File: src/rtl/ldf_pkg.sv
package ldf_pkg;

   localparam int MAX_PAYLOAD  = 2048;
   localparam int HEADER_BYTES = 4;
   localparam int BYTE_WIDTH   = 8;
   localparam int LEN_WIDTH    = 12;
   localparam int TOTAL_WIDTH  = 16;
   localparam int KIND_WIDTH   = 3;
   localparam int REMAIN_WIDTH = $clog2(MAX_PAYLOAD + 1);
   localparam int CSR_INDEX_WIDTH = 2;

   localparam logic [CSR_INDEX_WIDTH-1:0] CSR_FIRST_LEAD  = 2'd0;
   localparam logic [CSR_INDEX_WIDTH-1:0] CSR_SECOND_LEAD = 2'd1;

   localparam logic [BYTE_WIDTH-1:0] FIRST_LEAD_RESET  = 8'h01;
   localparam logic [BYTE_WIDTH-1:0] SECOND_LEAD_RESET = 8'h00;

   typedef enum logic [2:0] {
      PH_HUNT,
      PH_LEAD2,
      PH_LEN_LO,
      PH_LEN_HI,
      PH_PAYLOAD,
      PH_TRAIL,
      PH_SKIP
   } phase_type;

   typedef enum logic [KIND_WIDTH-1:0] {
      KIND_PAYLOAD,
      KIND_SUM_OK,
      KIND_SUM_BAD,
      KIND_BAD_LEAD,
      KIND_BAD_LENGTH,
      KIND_EARLY_END,
      KIND_CLEAN_END
   } kind_type;

   typedef struct packed {
      logic [BYTE_WIDTH-1:0] in_byte;
      logic                  end_of_input;
   } req_beat_type;

   typedef struct packed {
      kind_type              result_kind;
      logic [BYTE_WIDTH-1:0] payload_byte;
      logic [LEN_WIDTH-1:0]  payload_length;
   } rsp_beat_type;

   typedef struct packed {
      logic                       valid;
      logic [CSR_INDEX_WIDTH-1:0] index;
      logic [BYTE_WIDTH-1:0]      wdata;
   } csr_write_type;

endpackage

File: src/rtl/ldf_req_if.sv
interface ldf_req_if;
   logic                          valid;
   logic                          ready;
   logic [ldf_pkg::BYTE_WIDTH-1:0] in_byte;
   logic                          end_of_input;

   modport source (output valid, output in_byte, output end_of_input, input ready);
   modport sink   (input valid, input in_byte, input end_of_input, output ready);
endinterface

File: src/rtl/ldf_rsp_if.sv
interface ldf_rsp_if;
   logic                           valid;
   logic                           ready;
   logic [ldf_pkg::KIND_WIDTH-1:0] result_kind;
   logic [ldf_pkg::BYTE_WIDTH-1:0] payload_byte;
   logic [ldf_pkg::LEN_WIDTH-1:0]  payload_length;

   modport source (output valid, output result_kind, output payload_byte,
                   output payload_length, input ready);
   modport sink   (input valid, input result_kind, input payload_byte,
                   input payload_length, output ready);
endinterface

File: src/rtl/ldf_csr_if.sv
interface ldf_csr_if;
   logic                                valid;
   logic                                ready;
   logic [ldf_pkg::CSR_INDEX_WIDTH-1:0] index;
   logic [ldf_pkg::BYTE_WIDTH-1:0]      wdata;

   modport source (output valid, output index, output wdata, input ready);
   modport sink   (input valid, input index, input wdata, output ready);
endinterface

File: src/rtl/ldf_in_stage.sv
module ldf_in_stage (
   input  logic                  clock,
   input  logic                  reset,
   input  logic                  in_valid,
   output logic                  in_ready,
   input  ldf_pkg::req_beat_type in_beat,
   output logic                  out_valid,
   input  logic                  out_ready,
   output ldf_pkg::req_beat_type out_beat
);
   import ldf_pkg::*;

   logic         valid_ff, valid_in;
   req_beat_type beat_ff;
   logic         take;

   assign in_ready = !valid_ff || out_ready;
   assign take     = in_valid && in_ready;

   always_comb begin
      if (take) begin
         valid_in = 1'b1;
      end else if (out_ready) begin
         valid_in = 1'b0;
      end else begin
         valid_in = valid_ff;
      end
   end

   always_ff @(posedge clock) begin
      if (reset) begin
         valid_ff <= 1'b0;
      end else begin
         valid_ff <= valid_in;
      end
   end

   always_ff @(posedge clock) begin
      if (take) begin
         beat_ff <= in_beat;
      end
   end

   assign out_valid = valid_ff;
   assign out_beat  = beat_ff;
endmodule

File: src/rtl/ldf_core.sv
module ldf_core (
   input  logic                   clock,
   input  logic                   reset,
   input  ldf_pkg::csr_write_type csr_write,
   input  logic                   in_valid,
   output logic                   in_ready,
   input  ldf_pkg::req_beat_type  in_beat,
   output logic                   rsp_valid,
   input  logic                   rsp_ready,
   output ldf_pkg::rsp_beat_type  rsp_beat
);
   import ldf_pkg::*;

   localparam logic [TOTAL_WIDTH-1:0] HDR_TOTAL = TOTAL_WIDTH'(HEADER_BYTES);
   localparam logic [TOTAL_WIDTH-1:0] MAX_TOTAL = TOTAL_WIDTH'(MAX_PAYLOAD);

   phase_type                phase_ff, phase_in;
   logic [BYTE_WIDTH-1:0]    lead1_ff, lead2_ff;
   logic [BYTE_WIDTH-1:0]    len_lo_ff, len_lo_in;
   logic [LEN_WIDTH-1:0]     plen_ff, plen_in;
   logic [REMAIN_WIDTH-1:0]  remain_ff, remain_in;
   logic [BYTE_WIDTH-1:0]    sum_ff, sum_in;
   logic                     out_valid_ff, out_valid_in;
   rsp_beat_type             out_beat_ff, out_beat_in;

   logic                     fire;
   logic                     emit;
   logic [BYTE_WIDTH-1:0]    b;
   logic [BYTE_WIDTH-1:0]    sum_add;
   logic [TOTAL_WIDTH-1:0]   total;
   logic [TOTAL_WIDTH-1:0]   count;
   logic [REMAIN_WIDTH-1:0]  remain_dec;

   assign in_ready   = !out_valid_ff || rsp_ready;
   assign fire       = in_valid && in_ready;
   assign b          = in_beat.in_byte;
   assign sum_add    = sum_ff + b;
   assign total      = {b, len_lo_ff};
   assign count      = total - HDR_TOTAL;
   assign remain_dec = (remain_ff == '0) ? '0 : remain_ff - 1'b1;

   // step of the record parser
   always_comb begin
      phase_in    = phase_ff;
      len_lo_in   = len_lo_ff;
      plen_in     = plen_ff;
      remain_in   = remain_ff;
      sum_in      = sum_ff;
      emit        = 1'b0;
      out_beat_in = '{result_kind: KIND_PAYLOAD, payload_byte: '0, payload_length: '0};
      if (fire) begin
         if (in_beat.end_of_input) begin
            emit = 1'b1;
            out_beat_in.result_kind = (phase_ff == PH_HUNT) ? KIND_CLEAN_END : KIND_EARLY_END;
            phase_in  = PH_HUNT;
            remain_in = '0;
            sum_in    = '0;
         end else begin
            sum_in = sum_add;
            case (phase_ff)
               PH_HUNT: begin
                  if (b == '0) begin
                     sum_in = '0;
                  end else begin
                     sum_in = b;
                     if (b == lead1_ff) begin
                        phase_in = PH_LEAD2;
                     end else begin
                        phase_in  = PH_SKIP;
                        remain_in = REMAIN_WIDTH'(HEADER_BYTES - 1);
                     end
                  end
               end
               PH_LEAD2: begin
                  if (b == lead2_ff) begin
                     phase_in = PH_LEN_LO;
                  end else begin
                     phase_in  = PH_SKIP;
                     remain_in = REMAIN_WIDTH'(HEADER_BYTES - 2);
                  end
               end
               PH_LEN_LO: begin
                  len_lo_in = b;
                  phase_in  = PH_LEN_HI;
               end
               PH_LEN_HI: begin
                  if (total < HDR_TOTAL || count > MAX_TOTAL) begin
                     emit = 1'b1;
                     out_beat_in.result_kind = KIND_BAD_LENGTH;
                     phase_in = PH_HUNT;
                     sum_in   = '0;
                  end else begin
                     remain_in = count[REMAIN_WIDTH-1:0];
                     plen_in   = count[LEN_WIDTH-1:0];
                     phase_in  = (count == '0) ? PH_TRAIL : PH_PAYLOAD;
                  end
               end
               PH_PAYLOAD: begin
                  remain_in = remain_dec;
                  if (remain_dec == '0) begin
                     phase_in = PH_TRAIL;
                  end
                  emit = 1'b1;
                  out_beat_in.result_kind  = KIND_PAYLOAD;
                  out_beat_in.payload_byte = b;
               end
               PH_TRAIL: begin
                  emit = 1'b1;
                  out_beat_in.result_kind    = (sum_add == '0) ? KIND_SUM_OK : KIND_SUM_BAD;
                  out_beat_in.payload_length = plen_ff;
                  phase_in = PH_HUNT;
                  sum_in   = '0;
               end
               PH_SKIP: begin
                  remain_in = remain_dec;
                  if (remain_dec == '0) begin
                     emit = 1'b1;
                     out_beat_in.result_kind = KIND_BAD_LEAD;
                     phase_in = PH_HUNT;
                     sum_in   = '0;
                  end
               end
               default: begin
                  phase_in  = PH_HUNT;
                  sum_in    = '0;
                  remain_in = '0;
               end
            endcase
         end
      end
   end

   always_comb begin
      if (in_ready) begin
         out_valid_in = fire && emit;
      end else begin
         out_valid_in = out_valid_ff;
      end
   end

   always_ff @(posedge clock) begin
      if (reset) begin
         phase_ff <= PH_HUNT;
      end else begin
         phase_ff <= phase_in;
      end
   end

   always_ff @(posedge clock) begin
      if (reset) begin
         len_lo_ff    <= '0;
         plen_ff      <= '0;
         remain_ff    <= '0;
         sum_ff       <= '0;
         out_valid_ff <= 1'b0;
         lead1_ff     <= FIRST_LEAD_RESET;
         lead2_ff     <= SECOND_LEAD_RESET;
      end else begin
         len_lo_ff    <= len_lo_in;
         plen_ff      <= plen_in;
         remain_ff    <= remain_in;
         sum_ff       <= sum_in;
         out_valid_ff <= out_valid_in;
         if (csr_write.valid && csr_write.index == CSR_FIRST_LEAD) begin
            lead1_ff <= csr_write.wdata;
         end
         if (csr_write.valid && csr_write.index == CSR_SECOND_LEAD) begin
            lead2_ff <= csr_write.wdata;
         end
      end
   end

   always_ff @(posedge clock) begin
      if (fire && emit) begin
         out_beat_ff <= out_beat_in;
      end
   end

   assign rsp_valid = out_valid_ff;
   assign rsp_beat  = out_beat_ff;

   a_payload_has_count: assert property (@(posedge clock) disable iff (reset)
      phase_ff == PH_PAYLOAD |-> remain_ff != '0)
      else $error("payload phase with no bytes due");

   a_skip_count_range: assert property (@(posedge clock) disable iff (reset)
      phase_ff == PH_SKIP |-> (remain_ff == REMAIN_WIDTH'(1) || remain_ff == REMAIN_WIDTH'(2)
                               || remain_ff == REMAIN_WIDTH'(3)))
      else $error("skip count out of range");

   a_end_returns_to_hunt: assert property (@(posedge clock) disable iff (reset)
      fire && in_beat.end_of_input |=> phase_ff == PH_HUNT && sum_ff == '0
                                       && out_valid_ff)
      else $error("end marker did not reset the parser");

   a_payload_beat_out: assert property (@(posedge clock) disable iff (reset)
      fire && !in_beat.end_of_input && phase_ff == PH_PAYLOAD
      |=> out_valid_ff && out_beat_ff.result_kind == KIND_PAYLOAD)
      else $error("payload byte not passed out");

   a_length_only_on_end: assert property (@(posedge clock) disable iff (reset)
      out_valid_ff && out_beat_ff.result_kind != KIND_SUM_OK
      && out_beat_ff.result_kind != KIND_SUM_BAD |-> out_beat_ff.payload_length == '0)
      else $error("length reported outside record end");
endmodule

File: src/rtl/loader_record_deframer.sv
// an accepted beat passes the input register and the parser; any result is registered
// throughput: one beat per cycle while results are taken, set by the parser step
//   between the input and result registers; a stalled result holds one more beat upstream
// reset: synchronous, active high; parser back to hunting, sum and counters cleared,
//   lead bytes to 1 and 0, no beat held in either register
module loader_record_deframer (
   input logic clock,
   input logic reset,
   ldf_req_if.sink   req_port,
   ldf_rsp_if.source rsp_port,
   ldf_csr_if.sink   csr_port
);
   import ldf_pkg::*;

   // request beat packed for the input register
   req_beat_type  req_beat;
   // input register towards the parser
   logic          stage_valid;
   logic          stage_ready;
   req_beat_type  stage_beat;
   // result register
   logic          rsp_valid;
   rsp_beat_type  rsp_beat;
   // register write, always taken
   csr_write_type csr_write;

   assign req_beat.in_byte      = req_port.in_byte;
   assign req_beat.end_of_input = req_port.end_of_input;

   // writes go straight to the lead registers, so the write channel never stalls
   assign csr_port.ready  = 1'b1;
   assign csr_write.valid = csr_port.valid;
   assign csr_write.index = csr_port.index;
   assign csr_write.wdata = csr_port.wdata;

   // input register: parts the request side from the parser
   ldf_in_stage u_in_stage (
      .clock     (clock),
      .reset     (reset),
      .in_valid  (req_port.valid),
      .in_ready  (req_port.ready),
      .in_beat   (req_beat),
      .out_valid (stage_valid),
      .out_ready (stage_ready),
      .out_beat  (stage_beat)
   );

   // parser state, lead registers and result register
   ldf_core u_core (
      .clock     (clock),
      .reset     (reset),
      .csr_write (csr_write),
      .in_valid  (stage_valid),
      .in_ready  (stage_ready),
      .in_beat   (stage_beat),
      .rsp_valid (rsp_valid),
      .rsp_ready (rsp_port.ready),
      .rsp_beat  (rsp_beat)
   );

   // result beat out to the response channel
   assign rsp_port.valid          = rsp_valid;
   assign rsp_port.result_kind    = rsp_beat.result_kind;
   assign rsp_port.payload_byte   = rsp_beat.payload_byte;
   assign rsp_port.payload_length = rsp_beat.payload_length;
endmodule
File: src/flat_wrapper.sv
// flat-port wrapper written by rule: the top's interface ports become plain ports
module loader_record_deframer_flat import ldf_pkg::*;
  (clock, reset, req_port_valid, req_port_in_byte, req_port_end_of_input, req_port_ready, rsp_port_valid, rsp_port_result_kind, rsp_port_payload_byte, rsp_port_payload_length, rsp_port_ready, csr_port_valid, csr_port_index, csr_port_wdata, csr_port_ready);
  ldf_req_if req_port_i ();
  ldf_rsp_if rsp_port_i ();
  ldf_csr_if csr_port_i ();
  input logic clock;
  input logic reset;
  input wire logic [$bits(req_port_i.valid)-1:0] req_port_valid;
  input wire logic [$bits(req_port_i.in_byte)-1:0] req_port_in_byte;
  input wire logic [$bits(req_port_i.end_of_input)-1:0] req_port_end_of_input;
  output wire logic [$bits(req_port_i.ready)-1:0] req_port_ready;
  output wire logic [$bits(rsp_port_i.valid)-1:0] rsp_port_valid;
  output wire logic [$bits(rsp_port_i.result_kind)-1:0] rsp_port_result_kind;
  output wire logic [$bits(rsp_port_i.payload_byte)-1:0] rsp_port_payload_byte;
  output wire logic [$bits(rsp_port_i.payload_length)-1:0] rsp_port_payload_length;
  input wire logic [$bits(rsp_port_i.ready)-1:0] rsp_port_ready;
  input wire logic [$bits(csr_port_i.valid)-1:0] csr_port_valid;
  input wire logic [$bits(csr_port_i.index)-1:0] csr_port_index;
  input wire logic [$bits(csr_port_i.wdata)-1:0] csr_port_wdata;
  output wire logic [$bits(csr_port_i.ready)-1:0] csr_port_ready;
  assign req_port_i.valid = req_port_valid;
  assign req_port_i.in_byte = req_port_in_byte;
  assign req_port_i.end_of_input = req_port_end_of_input;
  assign req_port_ready = req_port_i.ready;
  assign rsp_port_valid = rsp_port_i.valid;
  assign rsp_port_result_kind = rsp_port_i.result_kind;
  assign rsp_port_payload_byte = rsp_port_i.payload_byte;
  assign rsp_port_payload_length = rsp_port_i.payload_length;
  assign rsp_port_i.ready = rsp_port_ready;
  assign csr_port_i.valid = csr_port_valid;
  assign csr_port_i.index = csr_port_index;
  assign csr_port_i.wdata = csr_port_wdata;
  assign csr_port_ready = csr_port_i.ready;
  loader_record_deframer u_core (.clock(clock), .reset(reset), .req_port(req_port_i), .rsp_port(rsp_port_i), .csr_port(csr_port_i));
endmodule
File: config.mk
export PLATFORM = sky130hd
export DESIGN_NAME = loader_record_deframer_flat
export DESIGN_NICKNAME = d
export VERILOG_FILES = /design/src/rtl/ldf_pkg.sv /design/src/rtl/ldf_req_if.sv /design/src/rtl/ldf_rsp_if.sv /design/src/rtl/ldf_csr_if.sv /design/src/rtl/ldf_in_stage.sv /design/src/rtl/ldf_core.sv /design/src/rtl/loader_record_deframer.sv /design/src/flat_wrapper.sv
export SDC_FILE = /design/constraint.sdc
export NUM_CORES = 1
export LEC_CHECK = 0
export ABC_AREA = 1
export BUFFER_PORTS_ARGS = -buffer_cell sky130_fd_sc_hd__buf_4
export CORE_MARGIN = 2
export CORE_UTILIZATION = 50
export CTS_CLUSTER_DIAMETER = 60
export DETAILED_ROUTE_END_ITERATION = 8
export PLACE_DENSITY_LB_ADDON = 0.3
export SETUP_SLACK_MARGIN = 0.02
export SYNTH_ARGS = -nofsm -noshare
export SYNTH_HDL_FRONTEND = slang
export SYNTH_HIERARCHICAL = 1
export SYNTH_SLANG_ARGS = --single-unit
File: constraint.sdc
create_clock -name clock -period 4.3 [get_ports clock]
set_input_delay 0.215 -clock clock [delete_from_list [all_inputs] [get_ports clock]]
set_output_delay 0.215 -clock clock [all_outputs]
set_load 0.01 [all_outputs]
Word level (Yosys, flattened, before mapping)

Index checks and enable logic that the tools add are counted.

Add/sub/neg operators: 3
Order comparisons: 2
Equality and inequality tests: 16
Multiplexer cells: 34
Bitwise operators: 5
Reductions and logical operators: 28

Operators by type and width:

| cell                  | number |
|---|---|
| $mux 12               | 6 |
| $pmux 12 s5           | 1 |
| $mux 8                | 4 |
| $pmux 8 s4            | 1 |
| $mux 3                | 9 |
| $logic_not 12->1      | 2 |
| $ne 3x2->1 const B    | 6 |
| $pmux 3 s6            | 1 |
| $eq 8x8->1            | 2 |
| $gt 16x12->1 const B  | 1 |
| $logic_not 16->1      | 1 |
| $logic_not 8->1       | 2 |
| $lt 16x3->1 const B   | 1 |
| $sub 16x3->16 const B | 1 |
| $sub 12x1->12 const B | 1 |
| $eq 3x3->1 const B    | 3 |
| $pmux 3 s3            | 1 |
| $reduce_or 3->1       | 3 |
| $add 8x8->8           | 1 |
| $reduce_and 4->1      | 2 |
| $mux 1                | 7 |
| $eq 3x2->1 const B    | 2 |
| $mux 2                | 3 |
| $reduce_and 6->1      | 1 |
| 13 further kinds      | 26 |

Flip-flop bits (word level): 93
Input bits: 24
Output and inout port bits: 26

Depth between registers and ports, before layout

Gate-level depths: netlist (run 1).

Depth in word-level cells: 8
Mapped depth: 20

Cells and area by module

Netlist (run 1), hierarchy kept.

By module, submodules not included:

| module                 | times used | cells each | area an instance (µm²) | sequential area each (µm²) |
|---|---|---|---|---|
| ldf_core               | 1          | 720        | 5052.3                 | 1891.8 |
| ldf_in_stage           | 1          | 15         | 317.8                  | 290.3 |
| loader_record_deframer | 1          | 2          | 11.3                   | 0.0 |

Worst setup path before layout (run 1)

OpenSTA, ideal clock, no wires.

Kind: reg-to-reg
Start: register u_core.u_core.len_lo_ff[2]
End: register u_core.u_core.out_beat_ff, in the netlist u_core/u_core/rsp_beat[0] (enable)
Arrival: 2.139 ns
Data required time: 3.922 ns
Path slack: 1.784 ns
Cell stages (with the launch flop): 16
Path buffers: 0
Cell sequence: dfxtp_1 inv_1 ha_1 inv_1 nor2_1 nand2_1 nor2_4 xor2_2 nor2_1 nand2_2 nand2_4 nand2_4 nand2_4 nand2_1 o21ai_0 inv_1

Cells in the longest elaborated chain, start to end: 8
Elaborated cells on any way between the ends: 9

Ends and longest elaborated chain:

| element                    | RTL line        | text |
|---|---|---|
| start, declared            | ldf_core.sv:19  | `logic [BYTE_WIDTH-1:0] len_lo_ff, len_lo_in;` |
| start signal, assigned     | ldf_core.sv:159 | `len_lo_ff <= len_lo_in;` |
| $sub 16x3->16              | ldf_core.sv:39  | `assign count = total - HDR_TOTAL;` |
| via u_core.u_core.count[2] | ldf_core.sv:31  | `logic [TOTAL_WIDTH-1:0] count;` |
| $gt 16x12->1               | ldf_core.sv:87  | `if (total < HDR_TOTAL \|\| count > MAX_TOTAL) begin` |
| $logic_or 1x1->1           | ldf_core.sv:87  |  |
| $mux 1                     | ldf_core.sv:87  |  |
| $pmux 1 s3                 | ldf_core.sv:60  | `case (phase_ff)` |
| $mux 1                     | ldf_core.sv:52  | `if (in_beat.end_of_input) begin` |
| $mux 1                     | ldf_core.sv:51  | `if (fire) begin` |
| $logic_and 1x1->1          | ldf_core.sv:174 | `if (fire && emit) begin` |
| end signal, assigned       | ldf_core.sv:175 | `out_beat_ff <= out_beat_in;` |
| end, declared              | ldf_core.sv:24  | `rsp_beat_type out_beat_ff, out_beat_in;` |

The timed path passes the listed nets, and every way through them passes these cells.
A chain may end at the register's enable or synchronous reset.

Final worst setup path (run 1)

Start: register u_core.u_core.remain_ff[0]
End: register u_core.u_core.out_beat_ff, in the netlist u_core/u_core/rsp_beat[13] (enable)

Cells in the longest elaborated chain, start to end: 8
Elaborated cells on any way between the ends: 9

Ends and longest elaborated chain:

| element                                                  | RTL line        | text |
|---|---|---|
| start, declared                                          | ldf_core.sv:21  | `logic [REMAIN_WIDTH-1:0] remain_ff, remain_in;` |
| start signal, assigned                                   | ldf_core.sv:161 | `remain_ff <= remain_in;` |
| $sub 12x1->12 / $logic_not 12->1 (equally long branches) | ldf_core.sv:40  | `assign remain_dec = (remain_ff == '0) ? '0 : remain_ff - 1'b1;` |
| $mux 12 *                                                | ldf_core.sv:40  |  |
| $logic_not 12->1 *                                       | ldf_core.sv:116 | `if (remain_dec == '0) begin` |
| $mux 1 *                                                 | ldf_core.sv:116 |  |
| $pmux 1 s3 *                                             | ldf_core.sv:60  |  |
| $mux 1 *                                                 | ldf_core.sv:52  |  |
| $mux 1 *                                                 | ldf_core.sv:51  |  |
| $logic_and 1x1->1 *                                      | ldf_core.sv:174 |  |

Mark *: on every way between the ends. The rest lies on a longest branch, timed or not.

==> results of run 1 <==
placed cells by master, fill, tap and decap left out, drive strengths merged:
cell      instances
ha               11
and2              1
o21ai            49
nand3b            2
a21boi            1
or2               2
a211oi            2
a21oi            64
edfxtp           32
nor3b             1
clkinvlp          2
clkinv            2
clkbuf            9
o21bai           10
nand3            43
bufinv            1
o211ai            2
inv              97
buf              50
nor4              1
fa                1
conb              1
nand4            21
dfxtp            61
o22ai             7
a31oi             1
o311ai            1
o31ai             1
xnor2             6
nor3              8
xor2             12
nor2             93
nand2           184
kinds of logic (layout without fill, tap and decap cells):
kind of cell,Yosys count,in the layout,synth area share
and+or+nand+nor,356,356,0.302
AOI/OAI and AO/OA,138,138,0.143
buffers and inverters,119,161,0.0895
DFF,93,93,0.405
xor gates and xnor gates,18,18,0.0307
adders and majority gates,12,12,0.0293
other,1,1,0.000697
sequential cells by signal, indices dropped and copies added (netlist names):
name                         count
u_core/u_core/lead1_ff           8
u_core/u_core/lead2_ff           8
u_core/u_in_stage/out_valid      1
u_core/u_core/sum_ff             8
u_core/u_core/phase_ff           3
u_core/u_core/len_lo_ff          8
u_core/u_core/remain_ff         12
u_core/u_core/rsp_valid          1
u_core/u_core/plen_ff           12
u_core/u_in_stage/out_beat       9
u_core/u_core/rsp_beat          23
per-layer routing:
layer | vias up | track usage | part of all wire
li1 | 2481 | - | -
met1 | 2258 | 0.310 | 0.44
met2 | 127 | 0.437 | 0.48
met3 | 39 | 0.0406 | 0.044
met4 | 0 | 0.0925 | 0.028
met5 | - | 0 | 0
metrics by stage:
| step | area (um2) | total power (uW) | util | instances |
|---|---|---|---|---|
| 3_5_place_dp | 5800 | 1330 | 0.559 | 899 |
| 4_1_cts | 6010 | 1940 | 0.579 | 915 |
| 3_3_place_gp | 5800 | 1320 | 0.559 | 899 |
| 5_1_grt | 6010 | 2020 | 0.579 | 915 |
| 6_report | 6010 | 1930 | 0.579 | 915 |
| 2_1_floorplan | 5380 | 1230 | - | 737 |
power by group through the flow:
stage	combinational [uW]	sequential [uW]	clock (uW)
2_1_floorplan	244	985	0
3_3_place_gp	328	994	0
3_5_place_dp	332	995	0
4_1_cts	333	975	634
5_1_grt	381	980	658
6_report	336	975	616
area by class of cell:
| cell class | instances | share of cell area |
|---|---|---|
| Clock inverter | 7 | 0.0135 |
| Clock buffer | 9 | 0.0206 |
| Sequential cell | 93 | 0.363 |
| Multi-Input combinational cell | 525 | 0.452 |
| Inverter | 95 | 0.0594 |
| Timing Repair Buffer | 50 | 0.0625 |
| Tap cell | 136 | 0.0283 |
synthesized netlist by cell type, types with 2 or more instances:
cell      instances  area share
nand2_4           4      0.0084
ha_1             11       0.026
inv_1            88       0.061
edfxtp_1         32        0.18
nand2_2          16       0.019
clkbuf_1         15       0.010
xor2_1           11       0.018
buf_6             3      0.0063
o211ai_1          2      0.0028
nand2_1         164        0.11
nor2_1           82       0.057
or2_2             2      0.0023
nor3_1            7      0.0065
dfxtp_1          61        0.23
nand4_1          21       0.024
buf_2             3      0.0028
a21oi_1          60       0.056
a21oi_2           4      0.0065
nand3b_1          2      0.0028
xnor2_1           6      0.0098
o21ai_0          44       0.041
o21ai_1           4      0.0037
nand3_1          41       0.038
o22ai_1           7      0.0081
inv_2             6      0.0042
nor2_4            3      0.0063
buf_4             2      0.0028
nor2_2            7      0.0081
o21bai_1         10       0.014
worst max-delay path: cells and delay by family, from the launching register on:
kind | cells | cell delay, ns
simple gates | 6 | 0.93
buf+inv | 2 | 0.88
compound gates | 3 | 0.64
flops | 1 | 0.35
fa+ha+maj | 1 | 0.25
worst max path at each step:
stage	to	slack (ns)	cells past startpoint
floorplan	u_core/u_core/rsp_beat[0]	1.78	15
global placement	u_core/u_core/rsp_beat[1]	1.07	14
detailed placement	u_core/u_core/rsp_beat[11]	0.94	14
CTS	u_core/u_core/rsp_beat[11]	0.91	12
global route	u_core/u_core/rsp_beat[12]	0.50	14
finish	u_core/u_core/rsp_beat[13]	0.87	12
==> metrics.md, run 1 <==
| Metric | Value |
|---|---|
| Critical path peak fanout | `23` |
| DR WL/cell | `15.0 um` |
| First-pass GRT wire length | `22.8 mm` |
| # DRC | `0` |
| Seq/Total Area, Yosys | `0.405` |
| Final HPWL DP | `10.2 mm` |
| Hold Startpoint | `req_port_in_byte[5]` |
| Fin crit share | `0.797` |
| Worst hold margin | `0.0190 ns` |
| Comb power frac | `0.175` |
| Critical Path RT | `4.30 ns` |
| Sequential power share | `0.506` |
| Setup WS pre-CTS | `0.938 ns` |
| CP Capture Type | `flop` |
| DR vias/cell | `5.36` |
| DRT Wirelength | `13.7 mm` |
| Flop2flop setup slack | `0.87 ns` |
| Startpoint types | `flop` |
| Highest clock rate | `292 MHz` |
| NetSw | `591 uW` |
| Cell Area, Synth | `5380 um2` |
| H-tree depth | `3` |
| Slew Limit Headroom | `0.328` |
| Hold Vio Cnt, Final | `0` |
| Drt first pass iters | `5` |
| # fillers | `1025` |
| Initial Utilization | `0.519` |
| Number of global-route vias before repair | `4796` |
| Max_cap viols | `0` |
| Layout area overhead | `11.6%` |
| Initial DRC Count | `312` |
| Die Ht | `108 um` |
| RSZ-0062 raised after global routing | `no` |
| N_diodes | `0` |
| Hold Crit Class | `input port to flop` |
| R2r worst-path depth | `12` |
| Final ANT Viol Nets | `0` |
| R2r startpoint | `u_core/u_core/remain_ff[0]` |
| Nets@finish | `810` |
| Total grt overflow | `0` |
| Final Critical Period | `3.43 ns` |
| Worst path cell trace | `inv_1 > ha_1 > nand2_1 > nor2_1 > nor2_1 > o21ai_0 > nand2_1 > nor2_1 > nand3_1 > o21bai_1 > o21ai_0 > inv_1` |
| Final Max Slew Viols | `0` |
| Clock power frac | `0.319` |
| Clock Path Buffers | `2` |
| Rows | `37` |
| Arr. time, crit path | `3.43 ns` |
| Gpl congestion | `0.862` |
| Setup WS post-layout | `0.873 ns` |
| Port buffer count | `48` |
| Net Count, Synth | `773` |
| Critical path class | `flop to flop` |
| Worst Setup SP | `u_core/u_core/remain_ff[0]` |
| GR Util All Layers | `0.250` |
| Clock Pin Slew Worst Setup and Hold Paths | `0.10 ns` |
| # hold bufs at CTS | `0` |
| DR vias | `4905` |
| Cell mode on critical path | `nor2_1` |
| Hold Path Sink | `u_core/u_in_stage/out_beat[6]` |
| Outcome | `complete, no violations` |
| Seq cells post-synth | `93` |
| Initial antenna violation count | `0` |
| Ports | `50` |
| CTS tree | `done` |
| Setup repair bufs after CTS | `0` |
| Reg2Reg Capture Point | `u_core/u_core/rsp_beat[13]` |
| Most used DFF post-synth | `dfxtp_1` |
| Register area | `2180 um2` |
| Slew @ Worst Pin | `1.00 ns` |
| TNS Setup | `0 ns` |
| Worst-skew pair later-pin latency | `0.37 ns` |
| Hold Path Depth | `1` |
| Peak supply drop | `210 uV` |
| Avg Inst Size Synth | `7.30 um2` |
| Post-synth EDFFs | `32` |
| Die Wd | `108 um` |
| CTS Root Cell | `clkbuf_8` |
| Syn. warnings | `6` |
| Pin count of the biggest net entering global routing | `48` |
| Core ar. | `10400 um2` |
| CTS resizes | `0` |
| Endpoints failing setup | `0` |
| Die area | `11600 um2` |
| Pint | `1340 uW` |
| Post-synth cell types | `48` |
| Slowest stage delay, CP | `0.67 ns` |
| Worst Skew | `0.0105 ns` |
| Leakage | `0.00269 uW` |
| Post-Syn Instances | `737` |
| Critical-path top delay cell | `inv_1` |
| Cell Pwr Density | `321 nW/um2` |
| Sw frac | `0.307` |
| Share of layout cells above drive strength 1 | `0.148` |
| CTS Sinks | `93` |
| Post-synth ARST share | `0` |
| Footprint of the multi-input gates | `2720 um2` |
| TritonCTS Buffers | `9` |
No activity file was read; power rests on OpenSTA's default activity.
==> inputs of run 2 (changes only) <==
==> constraint.sdc (replaced) <==
create_clock -name clock -period 3.5 [get_ports clock]
set_input_delay 0.175 -clock clock [delete_from_list [all_inputs] [get_ports clock]]
set_output_delay 0.175 -clock clock [all_outputs]
set_load 0.01 [all_outputs]
==> metrics.md, run 2 (synthesized netlist as in run 1, its figures left out) <==
| Metric | Value |
|---|---|
| Outcome | `complete, no violations` |
| Endpoints failing setup | `0` |
| Flop2flop setup slack | `0.65 ns` |
| Slew @ Worst Pin | `0.975 ns` |
| Worst path cell trace | `inv_1 > ha_1 > nand2_1 > nor2_1 > nor2_1 > o21ai_0 > nand2_1 > nor2_1 > nand3_1 > buf_4 > o21bai_1 > o21ai_0 > inv_1 > buf_4` |
| Die Wd | `108 um` |
| NetSw | `711 uW` |
| DRT Wirelength | `14.1 mm` |
| Total grt overflow | `0` |
| Slew Limit Headroom | `0.348` |
| Critical path class | `flop to flop` |
| Reg2Reg Capture Point | `u_core/u_core/rsp_beat[11]` |
| CTS Sinks | `93` |
| Initial Utilization | `0.519` |
| Arr. time, crit path | `2.90 ns` |
| Drt first pass iters | `5` |
| Max reg flops | `23` |
| Port buffer count | `48` |
| Ports | `50` |
| DR WL/cell | `15.2 um` |
| Worst Setup SP | `u_core/u_core/remain_ff[0]` |
| # fillers | `968` |
| Slowest stage delay, CP | `0.34 ns` |
| Pint | `1590 uW` |
| Nets@finish | `822` |
| Initial DRC Count | `311` |
| Clock Pin Slew Worst Setup and Hold Paths | `0.09 ns` |
| Worst Skew | `0.00818 ns` |
| Critical-path top delay cell | `dfxtp_1` |
| CP endpoint | `u_core/u_core/rsp_beat[11]` |
| Final ANT Viol Nets | `0` |
| Fin crit share | `0.815` |
| Max_cap viols | `0` |
| Die Ht | `108 um` |
| H-tree depth | `3` |
| Setup WS post-layout | `0.646 ns` |
| TNS Setup | `0 ns` |
| Worst-skew pair later-pin latency | `0.37 ns` |
| Layout area overhead | `13.2%` |
| # DRC | `0` |
| Clock power frac | `0.297` |
| Startpoint types | `flop` |
| Rows | `37` |
| DR vias/cell | `5.34` |
| Sw frac | `0.309` |
| Number of global-route vias before repair | `4799` |
| CP Capture Type | `flop` |
| R2r startpoint | `u_core/u_core/remain_ff[0]` |
| GR Util All Layers | `0.252` |
| Final Critical Period | `2.85 ns` |
| Share of layout cells above drive strength 1 | `0.145` |
| Cell Pwr Density | `378 nW/um2` |
| N_diodes | `0` |
| Hold Crit Class | `input port to flop` |
| Pin count of the biggest net entering global routing | `27` |
| CTS Root Cell | `clkbuf_8` |
| First-pass GRT wire length | `22.9 mm` |
| Highest clock rate | `350 MHz` |
| Setup WS pre-CTS | `0.739 ns` |
| RSZ-0062 raised after global routing | `no` |
| TritonCTS Buffers | `9` |
| Initial antenna violation count | `0` |
| Comb power frac | `0.183` |
| Final HPWL DP | `10.4 mm` |
| Critical path peak fanout | `23` |
| Core ar. | `10400 um2` |
| Gpl congestion | `0.924` |
| Peak supply drop | `237 uV` |
| Hold Vio Cnt, Final | `0` |
| Leakage | `0.00273 uW` |
| Most frequent cells in the layout | `nand2_1, inv_1, nor2_1` |
| CTS tree | `done` |
| Final Max Slew Viols | `0` |
| Cell mode on critical path | `nor2_1` |
| Most common cell after layout, fill and taps aside | `nand2_1` |
| Sequential power share | `0.520` |
| Critical Path RT | `3.55 ns` |
| Setup repair bufs after CTS | `0` |
| Die area | `11600 um2` |
| Clock Path Buffers | `2` |
| R2r worst-path depth | `14` |
| DR vias | `4951` |
[run 2: changes by cell type in the layout (fill, tap and decap cells not counted), moves of 2 or more]
cell,delta
clkinvlp_4,-2
inv_8,-2
dlygate4sd3_1,+9
clkbuf_1,+2
buf_4,+3
[run 2: metrics by stage]
stage	power (uW)	hold slack, ns	instances	instance area (um2)	util
after detailed placement	1630	0.355	902	5820	0.562
final	2300	0.0335	927	6090	0.587
after global placement	1630	0.354	902	5820	0.562
after global routing	2420	0.0265	927	6090	0.587
after floorplan	1510	0.237	737	5380	-
after CTS	2310	0.0242	927	6090	0.587
[run 2: critical path, delay by kind of cell (launching register included)]
family / cells / cell delay (ns)
buf+inv: 4 / 0.78
flops: 1 / 0.34
fa+ha+maj: 1 / 0.25
compound gates: 3 / 0.51
simple gates: 6 / 0.64
[run 2: cell type report]
class                      instances  area (um2)  share of cell area
sequential                        93        2180               0.358
clock buffer                      12         145              0.0238
inverter                          95         357              0.0586
tap                              136         170              0.0279
timing repair buffer              62         488              0.0801
multi-input combinational        525        2720               0.446
clock inverter                     4        30.0             0.00493
[run 2: power by group through the flow]
stage          Combinational, uW  Clock, uW  Sequential [uW]
2_1_floorplan                300          0             1210
3_3_place_gp                 406          0             1220
3_5_place_dp                 406          0             1220
4_1_cts                      416        696             1200
5_1_grt                      475        740             1200
6_report                     422        684             1200
[run 2: how the worst min path moves through the flow]
stage / from / endpoint / depth (start not counted)
detailed placement: req_port_in_byte[2] / u_core/u_in_stage/out_beat[3] / 1
global route: csr_port_wdata[7] / u_core/u_core/lead1_ff[7] / 3
CTS: csr_port_wdata[2] / u_core/u_core/lead1_ff[2] / 3
finish: csr_port_wdata[2] / u_core/u_core/lead1_ff[2] / 3
global placement: req_port_in_byte[6] / u_core/u_in_stage/out_beat[7] / 1
floorplan: reset / u_core/u_in_stage/out_valid / 1
[run 2: repair_timing]
action                    in CTS  in global routing
hold endpoints to repair       9                  0
hold buffers                   9                  0
resized for setup              0                  0
[run 2: metal layers]
layer  routed length [um]  GRT usage  up-vias
met5                    0          0        -
met4                  238     0.0733        0
met3                  708     0.0387       17
met2                 7140      0.458      161
met1                 6020      0.307     2276
li1                     -          -     2497
==> inputs of run 3 (changes only) <==
==> constraint.sdc (replaced) <==
create_clock -name clock -period 2.8 [get_ports clock]
set_input_delay 0.14 -clock clock [delete_from_list [all_inputs] [get_ports clock]]
set_output_delay 0.14 -clock clock [all_outputs]
set_load 0.01 [all_outputs]
==> metrics.md, run 3 (synthesized netlist as in run 1, its figures left out) <==
| Metric | Value |
|---|---|
| Worst Setup SP | `u_core/u_core/remain_ff[0]` |
| Leakage | `0.00281 uW` |
| Hold Vio Cnt, Final | `0` |
| Register area | `2180 um2` |
| Layout area overhead | `15.6%` |
| Die area | `11600 um2` |
| Reg2Reg Capture Point | `u_core/u_core/rsp_beat[19]` |
| Most common cell after layout, fill and taps aside | `nand2_1` |
| Flop2flop setup slack | `0.25 ns` |
| R2r worst-path depth | `13` |
| Footprint of the multi-input gates | `2720 um2` |
| Hold Crit Class | `input port to flop` |
| Ports | `50` |
| Die Ht | `108 um` |
| Cell Pwr Density | `462 nW/um2` |
| Initial DRC Count | `424` |
| DR WL/cell | `14.5 um` |
| GR Util All Layers | `0.254` |
| Die Wd | `108 um` |
| Port buffer count | `48` |
| Final Critical Period | `2.55 ns` |
| N_diodes | `0` |
| Hold Path Depth | `3` |
| Highest clock rate | `392 MHz` |
| Final Max Slew Viols | `0` |
| Initial Utilization | `0.519` |
| Hold Startpoint | `csr_port_wdata[1]` |
| Rows | `37` |
| Gpl congestion | `0.932` |
| Max reg flops | `23` |
| CTS Sinks | `93` |
| Setup WS post-layout | `0.247 ns` |
| Hold Path Sink | `u_core/u_core/lead1_ff[1]` |
| Startpoint types | `flop` |
| Final ANT Viol Nets | `0` |
| Finished Layout Cells | `942` |
| Share of layout cells above drive strength 1 | `0.160` |
| Peak supply drop | `263 uV` |
| First-pass GRT wire length | `23.1 mm` |
| Worst-skew pair later-pin latency | `0.38 ns` |
| Worst hold margin | `0.0118 ns` |
| TNS Setup | `0 ns` |
| Number of global-route vias before repair | `4968` |
| CTS tree | `done` |
| RSZ-0062 raised after global routing | `no` |
| DR vias | `5046` |
| Max_cap viols | `0` |
| TritonCTS Buffers | `9` |
| # fillers | `942` |
| Nets@finish | `837` |
| Core ar. | `10400 um2` |
| Clock Pin Slew Worst Setup and Hold Paths | `0.09 ns` |
| Critical Path RT | `2.89 ns` |
| Drt first pass iters | `5` |
| CTS Root Cell | `clkbuf_8` |
| R2r startpoint | `u_core/u_core/remain_ff[0]` |
| CP Capture Type | `flop` |
| Critical path class | `flop to flop` |
| Setup WS pre-CTS | `0.166 ns` |
| Worst Skew | `0.0136 ns` |
| # DRC | `0` |
| Fin crit share | `0.912` |
| DR vias/cell | `5.36` |
| Critical path peak fanout | `23` |
| Pin count of the biggest net entering global routing | `25` |
| Dpl cells | `909` |
| Slew Limit Headroom | `0.468` |
| Most frequent cells in the layout | `nand2_1, inv_1, nor2_1` |
| Total grt overflow | `0` |
| Outcome | `complete, no violations` |
| Slew @ Worst Pin | `0.799 ns` |
| Endpoints failing setup | `0` |
| DRT Wirelength | `13.6 mm` |
| Arr. time, crit path | `2.64 ns` |
| Final HPWL DP | `9.97 mm` |
| Initial antenna violation count | `0` |
| H-tree depth | `3` |
| Clock Path Buffers | `2` |
## run 3: metrics by stage
| step | total power (uW) | instance area, um2 | util |
|---|---|---|---|
| after global routing | 3020 | 6220 | 0.600 |
| after detailed placement | 2050 | 5890 | 0.568 |
| after global placement | 2030 | 5890 | 0.568 |
| final | 2870 | 6220 | 0.600 |
| after CTS | 2880 | 6180 | 0.596 |
| after floorplan | 1890 | 5380 | - |
## run 3: cell type report
cell class,instances,area share
timing repair buffer,77,0.0998
clock buffer,10,0.0205
multi-input combinational,525,0.437
inverter,95,0.0573
tap,136,0.0274
clock inverter,6,0.00724
sequential,93,0.351
## run 3: what timing repair did
action | in CTS | in global routing
setup buffers | 0 | 5
hold buffers | 12 | 0
endpoints found under the setup margin | 0 | 26
endpoints found under the hold margin | 12 | 0
resized for setup | 0 | 2
## run 3: per-layer routing
metal | global-route usage | vias up | wire (um)
met2 | 0.432 | 189 | 6460
met1 | 0.307 | 2280 | 5700
met5 | 0 | - | 0
li1 | - | 2535 | -
met4 | 0.135 | 0 | 594
met3 | 0.0393 | 42 | 869
## run 3: report_power, final
group | internal [uW] | switching, uW | total [uW]
Clock | 331 | 500 | 831
Combinational | 205 | 343 | 548
Sequential | 1440 | 48.2 | 1490
## run 3: worst max-delay path by stage
stage | cells after the start | slack [ns] | endpoint
floorplan | 15 | 0.28 | u_core/u_core/rsp_beat[0]
global placement | 16 | 0.30 | u_core/u_core/rsp_beat[15]
detailed placement | 16 | 0.17 | u_core/u_core/rsp_beat[15]
CTS | 16 | 0.15 | u_core/u_core/rsp_beat[18]
global route | 16 | 0.05 | u_core/u_core/rsp_beat[19]
finish | 13 | 0.25 | u_core/u_core/rsp_beat[19]
## run 3: worst max-delay path: stages, from the launching register on
cell      delay (ns)
dfxtp_1         0.35
inv_1           0.19
ha_1            0.23
nand2_1         0.07
nor2_1          0.15
nand3_1         0.21
o21ai_0         0.18
nand2_1         0.08
nor2_1          0.14
nand3_1         0.12
o21bai_1        0.16
o21ai_1         0.11
inv_1           0.11
buf_12          0.17
